**config.mk**
```make
export PLATFORM = sky130hd
export DESIGN_NAME = straddling_checkerboard_codec
export DESIGN_NICKNAME = d
export VERILOG_FILES = /design/src/sv/scc_pkg.sv /design/src/sv/straddling_checkerboard_codec.sv
export SDC_FILE = /design/constraint.sdc
export NUM_CORES = 1
export LEC_CHECK = 0
export BUFFER_PORTS_ARGS = -buffer_cell sky130_fd_sc_hd__clkbuf_2
export CAP_MARGIN = 15
export CORE_MARGIN = 10
export CORE_UTILIZATION = 30
export DETAILED_ROUTE_END_ITERATION = 10
export MAX_ROUTING_LAYER = met4
export PLACE_DENSITY_LB_ADDON = 0.1
export SKIP_LAST_GASP = 1
export SYNTH_ARGS = -nofsm -noshare
export SYNTH_HDL_FRONTEND = slang
export SYNTH_SLANG_ARGS = --single-unit
```
**constraint.sdc**
```tcl
create_clock -name clk -period 9.7 [get_ports clk]
set_input_delay 0.485 -clock clk [delete_from_list [all_inputs] [get_ports clk]]
set_output_delay 0.485 -clock clk [all_outputs]
set_load 0.01 [all_outputs]
```
**src/sv/scc_pkg.sv**
```systemverilog
// ----------------------------------------------------------------------------
// scc_pkg
// types, constants and table lookups of the straddling checkerboard codec
// ----------------------------------------------------------------------------
package scc_pkg;

    localparam logic [7:0] ASCII_ZERO  = 8'd48;
    localparam logic [7:0] ASCII_NINE  = 8'd57;
    localparam logic [7:0] ASCII_SPACE = 8'h20;
    localparam logic [7:0] NO_ENTRY    = 8'h00;

    localparam int unsigned NUM_COLS = 10;
    localparam int unsigned NUM_TOP  = 8;

    // operation codes carried on tuser
    localparam logic OP_ENCRYPT = 1'b0;
    localparam logic OP_DECRYPT = 1'b1;

    // configuration register indexes
    localparam logic CFG_KEY_LOW  = 1'b0;
    localparam logic CFG_KEY_HIGH = 1'b1;

    localparam logic [3:0] KEY_LOW_RESET  = 4'd2;
    localparam logic [3:0] KEY_HIGH_RESET = 4'd6;

    typedef enum logic [1:0] {
        PEND_NONE = 2'd0,
        PEND_ROW2 = 2'd1,
        PEND_ROW3 = 2'd2
    } pend_t;

    localparam logic [7:0] TOP_LETTERS [NUM_TOP] = '{
        8'h64, 8'h65, 8'h6E, 8'h61, 8'h72, 8'h69, 8'h6F, 8'h73
    };

    localparam logic [7:0] ROW_TWO [NUM_COLS] = '{
        8'h62, 8'h63, 8'h66, 8'h67, 8'h68, 8'h6A, 8'h6B, 8'h6C, 8'h6D, 8'hF1
    };

    localparam logic [7:0] ROW_THREE [NUM_COLS] = '{
        8'h70, 8'h71, 8'h74, 8'h75, 8'h76, 8'h77, 8'h78, 8'h79, 8'h7A, 8'h23
    };

    // top-row letter at a column, or NO_ENTRY for a blank or empty column
    function automatic logic [7:0] top_entry(
        input logic [3:0] col,
        input logic [3:0] key_lo,
        input logic [3:0] key_hi
    );
        logic [3:0] j;
        logic [7:0] t;
        j = col - {3'd0, (key_lo < col)} - {3'd0, ((key_hi < col) && (key_hi != key_lo))};
        t = NO_ENTRY;
        if ((col != key_lo) && (col != key_hi) && (j < 4'(NUM_TOP))) begin
            t = TOP_LETTERS[j[2:0]];
        end
        return t;
    endfunction

    // row two entry at a digit column (digits 0..9 only)
    function automatic logic [7:0] row_two_entry(input logic [3:0] d);
        logic [7:0] t;
        t = NO_ENTRY;
        if (d < 4'(NUM_COLS)) begin
            t = ROW_TWO[d];
        end
        return t;
    endfunction

    function automatic logic [7:0] row_three_entry(input logic [3:0] d);
        logic [7:0] t;
        t = NO_ENTRY;
        if (d < 4'(NUM_COLS)) begin
            t = ROW_THREE[d];
        end
        return t;
    endfunction

endpackage

```
**src/sv/straddling_checkerboard_codec.sv**
```systemverilog
// ----------------------------------------------------------------------------
// straddling_checkerboard_codec
// monome-binome cipher codec over a fixed 3x10 checkerboard
// ----------------------------------------------------------------------------
// A request on the slave stream carries one byte and an operation on tuser
// (0 encrypt, 1 decrypt). The byte lands in an input register; one pass of
// table logic turns it into zero, one or two result bytes, which go into a
// two-entry result register on the master stream, tlast marking the final
// byte of each request; both registers lie between accept and the first
// result. Requests that give one or no result are taken every cycle while
// m_tready is high; an encrypted letter of row two or three gives prefix
// digit plus column digit as two master beats, and the next request is
// taken only as the second digit leaves. In decrypt mode a prefix digit
// (key_low or key_high) is remembered and the following digit yields the
// letter; a space passes through and clears it. Bytes that match nothing
// give no result. The user must write key_low and key_high through the
// config port only while the codec is idle; the block does not enforce it.
// ----------------------------------------------------------------------------
module straddling_checkerboard_codec
(
    input  logic       clk,
    input  logic       rst_n,

    // config write port
    input  logic       cfg_we,
    input  logic       cfg_index,
    input  logic [3:0] cfg_data,

    // request stream
    input  logic       s_tvalid,
    output logic       s_tready,
    input  logic [7:0] s_tdata,    // [7:0] in_char
    input  logic       s_tuser,    // [0] op

    // result stream
    output logic       m_tvalid,
    input  logic       m_tready,
    output logic [7:0] m_tdata,    // [7:0] out_char
    output logic       m_tlast
);

    // keys
    logic [3:0] key_low_reg;
    logic [3:0] key_high_reg;

    // input register
    logic       s1_valid_reg;
    logic       s1_valid_next;
    logic       s1_op_reg;
    logic [7:0] s1_char_reg;
    logic       s1_take;

    // decrypt prefix state
    scc_pkg::pend_t pend_reg;
    scc_pkg::pend_t pend_next;

    // result register, two slots
    logic [1:0] out_cnt_reg;
    logic [1:0] out_cnt_next;
    logic [7:0] out_d0_reg;
    logic [7:0] out_d0_next;
    logic       out_last0_reg;
    logic       out_last0_next;
    logic [7:0] out_d1_reg;
    logic [7:0] out_d1_next;
    logic       out_fire;
    logic       out_room;

    // per-request results
    logic [1:0] res_n;
    logic [7:0] res0;
    logic [7:0] res1;

    // encrypt matches
    logic       top_hit;
    logic       r2_hit;
    logic       r3_hit;
    logic [3:0] top_col;
    logic [3:0] r2_col;
    logic [3:0] r3_col;

    logic       is_digit;
    logic [3:0] digit;
    logic [7:0] top_dec;

    // ---------------- config ----------------
    always_ff @(posedge clk or negedge rst_n)
    begin
        if (!rst_n)
        begin
            key_low_reg  <= scc_pkg::KEY_LOW_RESET;
            key_high_reg <= scc_pkg::KEY_HIGH_RESET;
        end
        else if (cfg_we)
        begin
            unique case (cfg_index)
                scc_pkg::CFG_KEY_LOW:  key_low_reg  <= cfg_data;
                scc_pkg::CFG_KEY_HIGH: key_high_reg <= cfg_data;
                default: ;
            endcase
        end
    end

    // ---------------- handshakes ----------------
    assign out_fire = m_tvalid && m_tready;
    // result register can take a new request this cycle
    assign out_room = (out_cnt_reg == 2'd0) || ((out_cnt_reg == 2'd1) && m_tready);
    assign s1_take  = s1_valid_reg && out_room;
    assign s_tready = !s1_valid_reg || s1_take;

    always_comb
    begin
        s1_valid_next = s1_valid_reg;
        if (s_tvalid && s_tready)
        begin
            s1_valid_next = 1'b1;
        end
        else if (s1_take)
        begin
            s1_valid_next = 1'b0;
        end
    end

    always_ff @(posedge clk or negedge rst_n)
    begin
        if (!rst_n)
        begin
            s1_valid_reg <= 1'b0;
        end
        else
        begin
            s1_valid_reg <= s1_valid_next;
        end
    end

    // payload needs no reset
    always_ff @(posedge clk)
    begin
        if (s_tvalid && s_tready)
        begin
            s1_op_reg   <= s_tuser;
            s1_char_reg <= s_tdata;
        end
    end

    // ---------------- encrypt lookup ----------------
    // every column is checked in parallel; the letters of the three rows are
    // all distinct so at most one row can hit
    always_comb
    begin
        top_hit = 1'b0;
        r2_hit  = 1'b0;
        r3_hit  = 1'b0;
        top_col = 4'd0;
        r2_col  = 4'd0;
        r3_col  = 4'd0;
        for (int c = 0; c < scc_pkg::NUM_COLS; c++)
        begin
            if ((scc_pkg::top_entry(4'(c), key_low_reg, key_high_reg) != scc_pkg::NO_ENTRY)
                && (scc_pkg::top_entry(4'(c), key_low_reg, key_high_reg) == s1_char_reg))
            begin
                top_hit = 1'b1;
                top_col = 4'(c);
            end
            if (scc_pkg::ROW_TWO[c] == s1_char_reg)
            begin
                r2_hit = 1'b1;
                r2_col = 4'(c);
            end
            if (scc_pkg::ROW_THREE[c] == s1_char_reg)
            begin
                r3_hit = 1'b1;
                r3_col = 4'(c);
            end
        end
    end

    // ---------------- decrypt lookup ----------------
    assign is_digit = (s1_char_reg >= scc_pkg::ASCII_ZERO) && (s1_char_reg <= scc_pkg::ASCII_NINE);
    assign digit    = s1_char_reg[3:0];
    assign top_dec  = scc_pkg::top_entry(digit, key_low_reg, key_high_reg);

    // ---------------- results ----------------
    always_comb
    begin
        res_n     = 2'd0;
        res0      = scc_pkg::ASCII_SPACE;
        res1      = scc_pkg::ASCII_SPACE;
        pend_next = pend_reg;
        if (s1_op_reg == scc_pkg::OP_ENCRYPT)
        begin
            if (s1_char_reg == scc_pkg::ASCII_SPACE)
            begin
                res_n = 2'd1;
            end
            else if (top_hit)
            begin
                res_n = 2'd1;
                res0  = scc_pkg::ASCII_ZERO + {4'd0, top_col};
            end
            else if (r2_hit)
            begin
                res_n = 2'd2;
                res0  = scc_pkg::ASCII_ZERO + {4'd0, key_low_reg};
                res1  = scc_pkg::ASCII_ZERO + {4'd0, r2_col};
            end
            else if (r3_hit)
            begin
                res_n = 2'd2;
                res0  = scc_pkg::ASCII_ZERO + {4'd0, key_high_reg};
                res1  = scc_pkg::ASCII_ZERO + {4'd0, r3_col};
            end
        end
        else
        begin
            if (s1_char_reg == scc_pkg::ASCII_SPACE)
            begin
                res_n     = 2'd1;
                pend_next = scc_pkg::PEND_NONE;
            end
            else if (is_digit)
            begin
                unique case (pend_reg)
                    scc_pkg::PEND_ROW2:
                    begin
                        res_n     = 2'd1;
                        res0      = scc_pkg::row_two_entry(digit);
                        pend_next = scc_pkg::PEND_NONE;
                    end
                    scc_pkg::PEND_ROW3:
                    begin
                        res_n     = 2'd1;
                        res0      = scc_pkg::row_three_entry(digit);
                        pend_next = scc_pkg::PEND_NONE;
                    end
                    default:
                    begin
                        // low key wins when both keys are equal
                        if (digit == key_low_reg)
                        begin
                            pend_next = scc_pkg::PEND_ROW2;
                        end
                        else if (digit == key_high_reg)
                        begin
                            pend_next = scc_pkg::PEND_ROW3;
                        end
                        else if (top_dec != scc_pkg::NO_ENTRY)
                        begin
                            res_n = 2'd1;
                            res0  = top_dec;
                        end
                    end
                endcase
            end
        end
    end

    always_ff @(posedge clk or negedge rst_n)
    begin
        if (!rst_n)
        begin
            pend_reg <= scc_pkg::PEND_NONE;
        end
        else if (s1_take)
        begin
            pend_reg <= pend_next;
        end
    end

    // ---------------- result register ----------------
    always_comb
    begin
        out_cnt_next   = out_cnt_reg;
        out_d0_next    = out_d0_reg;
        out_last0_next = out_last0_reg;
        out_d1_next    = out_d1_reg;
        if (s1_take)
        begin
            // slot zero is free or leaving this cycle
            out_cnt_next   = res_n;
            out_d0_next    = res0;
            out_last0_next = (res_n == 2'd1);
            out_d1_next    = res1;
        end
        else if (out_fire)
        begin
            if (out_cnt_reg == 2'd2)
            begin
                out_cnt_next   = 2'd1;
                out_d0_next    = out_d1_reg;
                out_last0_next = 1'b1;
            end
            else
            begin
                out_cnt_next = 2'd0;
            end
        end
    end

    always_ff @(posedge clk or negedge rst_n)
    begin
        if (!rst_n)
        begin
            out_cnt_reg <= 2'd0;
        end
        else
        begin
            out_cnt_reg <= out_cnt_next;
        end
    end

    always_ff @(posedge clk)
    begin
        out_d0_reg    <= out_d0_next;
        out_last0_reg <= out_last0_next;
        out_d1_reg    <= out_d1_next;
    end

    assign m_tvalid = (out_cnt_reg != 2'd0);
    assign m_tdata  = out_d0_reg;
    assign m_tlast  = out_last0_reg;

    // ---------------- assertions ----------------
    a_cnt_range: assert property (@(posedge clk) disable iff (!rst_n)
        out_cnt_reg != 2'd3)
        else $error("result count out of range");

    a_pair_not_last: assert property (@(posedge clk) disable iff (!rst_n)
        (out_cnt_reg == 2'd2) |-> !out_last0_reg)
        else $error("first of a digit pair marked last");

    a_pair_follows: assert property (@(posedge clk) disable iff (!rst_n)
        (m_tvalid && !m_tlast) |=> m_tvalid)
        else $error("second digit of a pair missing");

    a_s1_hold: assert property (@(posedge clk) disable iff (!rst_n)
        (s1_valid_reg && !s1_take) |=> (s1_valid_reg && $stable(s1_char_reg)))
        else $error("stalled request lost");

    a_pend_code: assert property (@(posedge clk) disable iff (!rst_n)
        !s1_take |=> $stable(pend_reg))
        else $error("prefix changed without a request");

endmodule
```
# ---- After elaboration in Yosys (flattened, before gate mapping)
# Memory sizes are Yosys's and may differ from the RTL's.
# Cells that the tools add are included.
dict set report word_totals {
  register_bits 39
  mem_bits_ro 960
  inputBits 19
  out_inout_bits 11
  elab_cells 383
  n_memories 13
}
# memory depth word_bits read_ports rd_clocked_by_memory_dff write_ports line_no
set memory_table {}
lappend memory_table {{(name not given)} 16 8 1 0 0 scc_pkg.sv:74} ;# t = ROW_THREE[d];
lappend memory_table {{(name not given)} 16 8 1 0 0 scc_pkg.sv:65} ;# t = ROW_TWO[d];
lappend memory_table {{(name not given)} 8 8 1 0 0 scc_pkg.sv:55} ;# t = TOP_LETTERS[j[2:0]];
lappend memory_table {{(name not given)} 8 8 1 0 0 scc_pkg.sv:55}
lappend memory_table {{(name not given)} 8 8 1 0 0 scc_pkg.sv:55}
lappend memory_table {{(name not given)} 8 8 1 0 0 scc_pkg.sv:55}
lappend memory_table {{+7 memories} n/a n/a n/a n/a n/a n/a}
dict set report op_classes {
  addsub 27
  order_cmp 48
  eq_ne 59
  mux 136
  bitwise 13
  reduce_logical 77
}
# op n
set ops {}
lappend ops {{8-bit 2-to-1 mux} 48}
lappend ops {{7-bit by 8-bit == test with 1-bit output, first input constant} 18}
lappend ops {{4-bit 2-to-1 mux} 24}
lappend ops {{8-bit nonzero test} 11}
lappend ops {{8-bit == test} 10}
lappend ops {{4-bit less-than comparator, second input constant} 16}
lappend ops {{1-bit logical AND} 48}
lappend ops {{1-bit 2-to-1 mux} 45}
lappend ops {{4-bit greater-or-equal comparator, second input constant} 11}
lappend ops {{3-bit inverter with 4-bit output} 11}
lappend ops {{7-bit 2-to-1 mux} 6}
lappend ops {{6-bit by 4-bit adder with 7-bit output, first input constant} 5}
lappend ops {{4-bit by 3-bit less-than comparator with 1-bit output, second input constant} 8}
lappend ops {{3-bit by 4-bit != test with 1-bit output, first input constant} 8}
lappend ops {{4-bit by 1-bit subtractor with 4-bit output} 8}
lappend ops {{2-bit 2-to-1 mux} 12}
lappend ops {{4-bit by 1-bit less-than comparator with 1-bit output, second input constant} 4}
lappend ops {{4-bit by 2-bit less-than comparator with 1-bit output, second input constant} 4}
lappend ops {{2-bit by 4-bit != test with 1-bit output, first input constant} 4}
lappend ops {{4-bit != test, first input constant} 4}
lappend ops {{8-bit one-hot mux with 2 select lines} 1}
lappend ops {{3-bit by 1-bit subtractor with 4-bit output, first input constant} 4}
lappend ops {{4-bit != test} 3}
lappend ops {{4-bit nonzero test} 3}
lappend ops {{other kinds (26)} 44}

# ---- Logic depth before layout (Yosys ltp)
dict set report logic_depth {
  depth_word 25
  depth_mapped 18
  ltp_nobuf 17
}

# ---- Least setup slack after synthesis
# No wires, ideal clock.
dict set report synth_path {
  path_kind {register -> register}
  start {register key_high_reg[2]}
  end {register out_d0_reg[1] (netlist: m_tdata[1]) (data pin)}
  setup_time_ps 143
  arrival_ps 3859
  required_time_ps 9557
  setup_slack_ps 5699
  path_stages_with_launch 16
  n_path_buf 3
  synth_period_minus_slack_ps 4001
  cell_sequence {dfstp_2 -> buf_2 -> clkbuf_1 -> xor2_1 -> nor4_1 -> or3_1 -> or2_2 -> ha_1 -> xor2_1 -> a31oi_1 -> and4b_4 -> or4_4 -> or4_4 -> buf_6 -> o31a_1 -> o21ai_2}
}
dict set report synth_via {
  elab_chain_len 24
  word_cells_on_any_way 195
  cone_classes {add/sub (12); order compare (22); eq/ne (22); mux (62); bitwise (11); reduce/logical (55); memory (11)}
}
# item line_no
set synth_rtl {}
lappend synth_rtl {{from (decl)} straddling_checkerboard_codec.sv:44} ;# logic [3:0] key_high_reg;
lappend synth_rtl {{from (signal assigned)} straddling_checkerboard_codec.sv:92} ;# key_high_reg <= scc_pkg::KEY_HIGH_RESET;
lappend synth_rtl {{from (signal assigned)} straddling_checkerboard_codec.sv:98} ;# scc_pkg::CFG_KEY_HIGH: key_high_reg <= cfg_data;
lappend synth_rtl {{4-bit by 1-bit less-than comparator with 1-bit output or 4-bit != test (tied branches)} scc_pkg.sv:52} ;# j = col - {3'd0, (key_lo < col)} - {3'd0, ((key_hi < col) && (key_hi != key_lo))};
lappend synth_rtl {{1-bit logical AND} scc_pkg.sv:52}
lappend synth_rtl {{2-bit by 2-bit subtractor with 3-bit output} scc_pkg.sv:52}
lappend synth_rtl {{3-bit inverter with 4-bit output (not written as such)} scc_pkg.sv:55}
lappend synth_rtl {{memory read 8 x 8 bit} n/a}
lappend synth_rtl {{8-bit 2-to-1 mux (not written as such) (2 in a row)} scc_pkg.sv:55}
lappend synth_rtl {{8-bit 2-to-1 mux} scc_pkg.sv:54} ;# if ((col != key_lo) && (col != key_hi) && (j < 4'(NUM_TOP))) begin
lappend synth_rtl {{8-bit == test or 8-bit nonzero test (tied branches)} {straddling_checkerboard_codec.sv:160, straddling_checkerboard_codec.sv:159}}
lappend synth_rtl {{1-bit logical AND} straddling_checkerboard_codec.sv:160} ;# && (scc_pkg::top_entry(4'(c), key_low_reg, key_high_reg) == s1_char_reg))
lappend synth_rtl {{1-bit 2-to-1 mux} straddling_checkerboard_codec.sv:159} ;# if ((scc_pkg::top_entry(4'(c), key_low_reg, key_high_reg) != scc_pkg::NO_ENTRY)
lappend synth_rtl {{4-bit 2-to-1 mux or 1-bit 2-to-1 mux (tied branches) (8 in a row)} straddling_checkerboard_codec.sv:159}
lappend synth_rtl {{6-bit by 4-bit adder with 7-bit output or 1-bit 2-to-1 mux (tied branches)} {straddling_checkerboard_codec.sv:199, straddling_checkerboard_codec.sv:159}}
lappend synth_rtl {{7-bit 2-to-1 mux} straddling_checkerboard_codec.sv:196} ;# else if (top_hit)
lappend synth_rtl {{7-bit 2-to-1 mux} straddling_checkerboard_codec.sv:192} ;# if (s1_char_reg == scc_pkg::ASCII_SPACE)
lappend synth_rtl {{8-bit 2-to-1 mux (*)} straddling_checkerboard_codec.sv:190} ;# if (s1_op_reg == scc_pkg::OP_ENCRYPT)
lappend synth_rtl {{8-bit 2-to-1 mux (*)} straddling_checkerboard_codec.sv:277} ;# if (s1_take)
lappend synth_rtl {{net out_d0_next[1]} straddling_checkerboard_codec.sv:61} ;# logic [7:0] out_d0_next;
lappend synth_rtl {{to (signal assigned)} straddling_checkerboard_codec.sv:314} ;# out_d0_reg <= out_d0_next;
lappend synth_rtl {{to (decl)} straddling_checkerboard_codec.sv:60} ;# logic [7:0] out_d0_reg;
# Mark *: on every way through the listed nets, which the timed path passes. The rest lies on a longest branch. The select of a mux whose other input is x is not followed.
# A chain may end at the register's enable or synchronous reset.

# ---- Worst setup path in the final report
dict set report layout_path {
  start {register s1_char_reg[1]}
  end {register out_d0_reg[2] (netlist: m_tdata[2]) (data pin)}
}
dict set report layout_via {
  elab_chain_len 17
  word_cells_on_any_way 124
  cone_classes {add/sub (3); order compare (6); eq/ne (35); mux (60); bitwise (2); reduce/logical (15); memory (3)}
}
# item line_no
set layout_rtl {}
lappend layout_rtl {{from (decl)} straddling_checkerboard_codec.sv:50} ;# logic [7:0] s1_char_reg;
lappend layout_rtl {{from (signal assigned)} straddling_checkerboard_codec.sv:142} ;# s1_char_reg <= s_tdata;
lappend layout_rtl {{4-bit less-than comparator or 7-bit by 8-bit == test with 1-bit output (tied branches)} {scc_pkg.sv:52, straddling_checkerboard_codec.sv:170}}
lappend layout_rtl {{4-bit by 1-bit subtractor with 4-bit output, or another cell as far along} scc_pkg.sv:52}
lappend layout_rtl {{4-bit by 1-bit subtractor with 4-bit output or 1-bit 2-to-1 mux (tied branches)} {scc_pkg.sv:52, straddling_checkerboard_codec.sv:170}}
lappend layout_rtl {{3-bit inverter with 4-bit output (not written as such) or 1-bit 2-to-1 mux (tied branches)} {scc_pkg.sv:55, straddling_checkerboard_codec.sv:170}}
lappend layout_rtl {{memory read 8 x 8 bit or 1-bit 2-to-1 mux (tied branches)} n/a}
lappend layout_rtl {{8-bit 2-to-1 mux (not written as such) or 1-bit 2-to-1 mux (tied branches) (2 in a row)} {scc_pkg.sv:55, straddling_checkerboard_codec.sv:170}}
lappend layout_rtl {{8-bit 2-to-1 mux or 1-bit 2-to-1 mux (tied branches)} {scc_pkg.sv:54, straddling_checkerboard_codec.sv:170}}
lappend layout_rtl {{8-bit nonzero test or 1-bit 2-to-1 mux (tied branches)} {straddling_checkerboard_codec.sv:247, straddling_checkerboard_codec.sv:170}}
lappend layout_rtl {{8-bit 2-to-1 mux or 1-bit 2-to-1 mux (tied branches)} {straddling_checkerboard_codec.sv:247, straddling_checkerboard_codec.sv:170}}
lappend layout_rtl {{8-bit 2-to-1 mux or 1-bit 2-to-1 mux (tied branches)} {straddling_checkerboard_codec.sv:243, straddling_checkerboard_codec.sv:170}}
lappend layout_rtl {{8-bit 2-to-1 mux or 7-bit 2-to-1 mux (tied branches)} {straddling_checkerboard_codec.sv:239, straddling_checkerboard_codec.sv:207}}
lappend layout_rtl {{8-bit one-hot mux with 2 select lines or 7-bit 2-to-1 mux (tied branches)} {straddling_checkerboard_codec.sv:223, straddling_checkerboard_codec.sv:201}}
lappend layout_rtl {{8-bit 2-to-1 mux or 7-bit 2-to-1 mux (tied branches)} {straddling_checkerboard_codec.sv:221, straddling_checkerboard_codec.sv:196}}
lappend layout_rtl {{8-bit 2-to-1 mux or 7-bit 2-to-1 mux (tied branches)} {straddling_checkerboard_codec.sv:216, straddling_checkerboard_codec.sv:192}}
lappend layout_rtl {{8-bit 2-to-1 mux (*)} straddling_checkerboard_codec.sv:190}
lappend layout_rtl {{8-bit 2-to-1 mux (*)} straddling_checkerboard_codec.sv:277}
lappend layout_rtl {{net out_d0_next[2]} straddling_checkerboard_codec.sv:61}
# Marks and branches as above.

==> run summary <==
Worst-margin pin slew: 1.07 ns
Vias: 3277
RSZ-0062 raised after global routing: false
Post-synthesis register bit count: 36
Total GRT Usage: 13.2%
Num CTS Buffers: 5
GP Congestion: 0.862
VDD IR max: 0.0000958 V
Full die area: 17400 um^2
Asr flop ratio synth: 36.1%
Leak: 1.72 nW
Fillers: 1295
Top_reg_cell synth: edfxtp_1
RR Endpoint: m_tdata[2]
Port Buffers: 29
Rel. slew slack: 29.0%
CTS Sinks: 36
Multi-input logic area: 2480 um^2
Number of diodes: 0
Reg2reg start: s1_char_reg[1]
Largest cells by area after synthesis: edfxtp_1 18%, ha_1 15%, dfrtp_1 6.7%
Clk buf depth: 2
Number of hold buffers added after cts: 0
Final period utilization: 45.8%
EDFF count, synth: 23
Fmax: 225 MHz
CTS tree: built
Overall Power: 0.658 mW
Die X: 132 um
Max stage delay on crit path: 0.81 ns
Non-filler cells, final: 623
Syn Inst Count: 438
Synth area leader: edfxtp_1
First-pass GRT wire length: 18400 um
Synthesized area: 3750 um^2
Status: completed
Worst EP arrival: 4.48 ns
CTS HTree Levels: 2
Final Hold Fails: 0
Skew-Pair Late Insertion Delay: 0.29 ns
Mean post-synth cell area: 8.56 um^2
Post-CTS Setup Bufs: 0
Placed cells: 615
Max_cap viols: 0
Nets: 518
FF-to-FF setup slack: 5.26 ns
Via density: 5.26
Pin count of the biggest net entering global routing: 31
Clock root cell: clkbuf_16
Num ports: 30
Total Neg Setup Slack: 0 ns
Yosys warns: 0
Crit start category: register
Critical path peak fanout: 20
Drt initial violations: 267
Post-route cell area: 4150 um^2
Antenna violations before repair: 0
Starting Density: 31.0%
Hold Path Class: in2async
Register area: 1020 um^2
Critical path endpoint category: register
Total gr overflow: 0
Pwr dens: 159 nW/um^2
Area post-placement: 3990 um^2
Clk pin slew, worst setup/hold paths: 0.06 ns
Vias in the first global route: 3308
# rows: 40
Critical path class: reg2reg
Area Overhead vs Synth: 10.6%
Chip height: 132 um
Post-CTS sizing: 0
Synth Net Count: 502
Critical-path top delay cell: edfxtp_1
Sequential cell area fraction in the yosys report: 27.2%
Worst Clk Skew: 0.00393 ns
# DRC: 0
WP data required: 9.74 ns
Core Region: 12100 um^2
Share of cells above drive strength 1: 13.8%
Cells along the critical path: inv_1, ha_1, nor2b_1, o21a_1, o21ai_0, nand2b_1, fa_1, inv_1, ha_1, nor4_1, xnor2_1, o21ai_0, nand3_1, a221oi_1, a211o_1, o22a_1
Final setup viols: 0
Total iterations of the first detailed-routing run: 5
Antenna viol nets, final: 0
Cells on worst reg2reg path: 16
Unique masters post-synth: 69
HPWL Detailed: 8360 um
Yosys top cell area share: 18.4%
Routed WL: 11100 um
Final Slew Violations: 0
Fin crit period: 4.44 ns
WL/cell: 17.8 um
## cells in the mapped netlist (all sizes together) (7+ instances only)
master / n
ha: 44
nand2: 42
o21ai: 29
inv: 28
nor2: 28
a21oi: 24
edfxtp: 23
buf: 18
xor2: 17
nor2b: 12
dfrtp: 10
or2: 10
nand3: 8
nor3: 8
nor4b: 8
a22oi: 7
a31oi: 7
nand2b: 7
or3: 7
## where the power goes
part / internal [mW] / switching, mW / total [mW]
clock: 0.109 / 0.0627 / 0.172
sequential: 0.185 / 0.0393 / 0.225
combinational: 0.110 / 0.151 / 0.261
total: 0.404 / 0.253 / 0.658
## logic make-up after synthesis
| family | count (synthesis) | share of synthesized area [%] |
|---|---|---|
| muxes | 7 | 2.07 |
| DFF | 36 | 27.2 |
| buffers and inverters | 53 | 6.74 |
| AOI/OAI and AO/OA | 100 | 16.9 |
| and+or+nand+nor | 174 | 26.5 |
| adders and majority gates | 45 | 15.2 |
| xor gates and xnor gates | 23 | 5.37 |
## worst max path at each step
stage / from / end / slack, ns / cells past startpoint
2_1_floorplan: key_high_reg[2] / m_tdata[1] / 5.70 / 15
3_3_place_gp: s1_char_reg[1] / m_tdata[2] / 5.36 / 16
3_5_place_dp: s1_char_reg[1] / m_tdata[2] / 5.28 / 16
4_1_cts: s1_char_reg[1] / m_tdata[2] / 5.26 / 16
5_1_grt: s1_char_reg[1] / m_tdata[2] / 4.80 / 16
6_report: s1_char_reg[1] / m_tdata[2] / 5.26 / 16
## area by class of cell
type | count | share of cell area, %
tap | 168 | 5.06
inverter | 30 | 2.83
clock buffer | 8 | 3.77
timing repair buffer | 32 | 4.04
multi-input combinational | 349 | 59.7
sequential | 36 | 24.6
## layout by cell type, fill, tap and decap left out, types with 3 or more instances in the layout
| cell | n |
|---|---|
| o21ai_0 | 28 |
| nor4_1 | 6 |
| xnor2_1 | 6 |
| a211oi_1 | 3 |
| nor4b_1 | 8 |
| nor4bb_1 | 3 |
| nand4_1 | 6 |
| nor2b_1 | 12 |
| a21oi_1 | 24 |
| or3_1 | 7 |
| o22ai_1 | 3 |
| and2_1 | 5 |
| edfxtp_1 | 23 |
| buf_4 | 3 |
| o21a_1 | 3 |
| dfstp_2 | 3 |
| a22oi_1 | 7 |
| or2_1 | 3 |
| dfrtp_1 | 10 |
| clkbuf_2 | 29 |
| or4_1 | 3 |
| ha_1 | 44 |
| a31oi_1 | 7 |
| clkbuf_16 | 5 |
| xor2_1 | 17 |
| o211ai_1 | 5 |
| or2_2 | 7 |
| mux2_2 | 6 |
| inv_1 | 27 |
| nor3_1 | 8 |
| nor3b_1 | 4 |
| nand2_1 | 42 |
| nand2b_1 | 7 |
| nand4b_1 | 4 |
| nand3_1 | 8 |
| nor2_1 | 28 |
## layer usage
| metal | up-vias | global-route usage [%] | wire [um] |
|---|---|---|---|
| li1 | 1622 | - | - |
| met1 | 1562 | 17.8 | 5460 |
| met2 | 81 | 19.9 | 5070 |
| met3 | 12 | 2.17 | 406 |
| met4 | 0 | 4.08 | 167 |
| met5 | - | - | 0 |
## stage by stage
step,setup slack [ns],hold slack (ns),utilization (%)
finish,5.26,0.109,34.3
global route,4.80,0.130,34.3
CTS,5.26,0.120,34.3
detailed placement,5.28,0.432,33.0
global placement,5.36,0.432,33.0
floorplan,5.70,0.189,-
## worst max-delay path, delay by kind of cell, from the launching register on
kind                       cells  cell delay [ns]
xor gates and xnor gates       1             0.16
DFF                            1             0.81
buffers and inverters          2             0.41
adders and majority gates      3             1.08
AOI/OAI and AO/OA              6             0.95
and+or+nand+nor                4             0.78
Power figures use the tool's default switching activity.
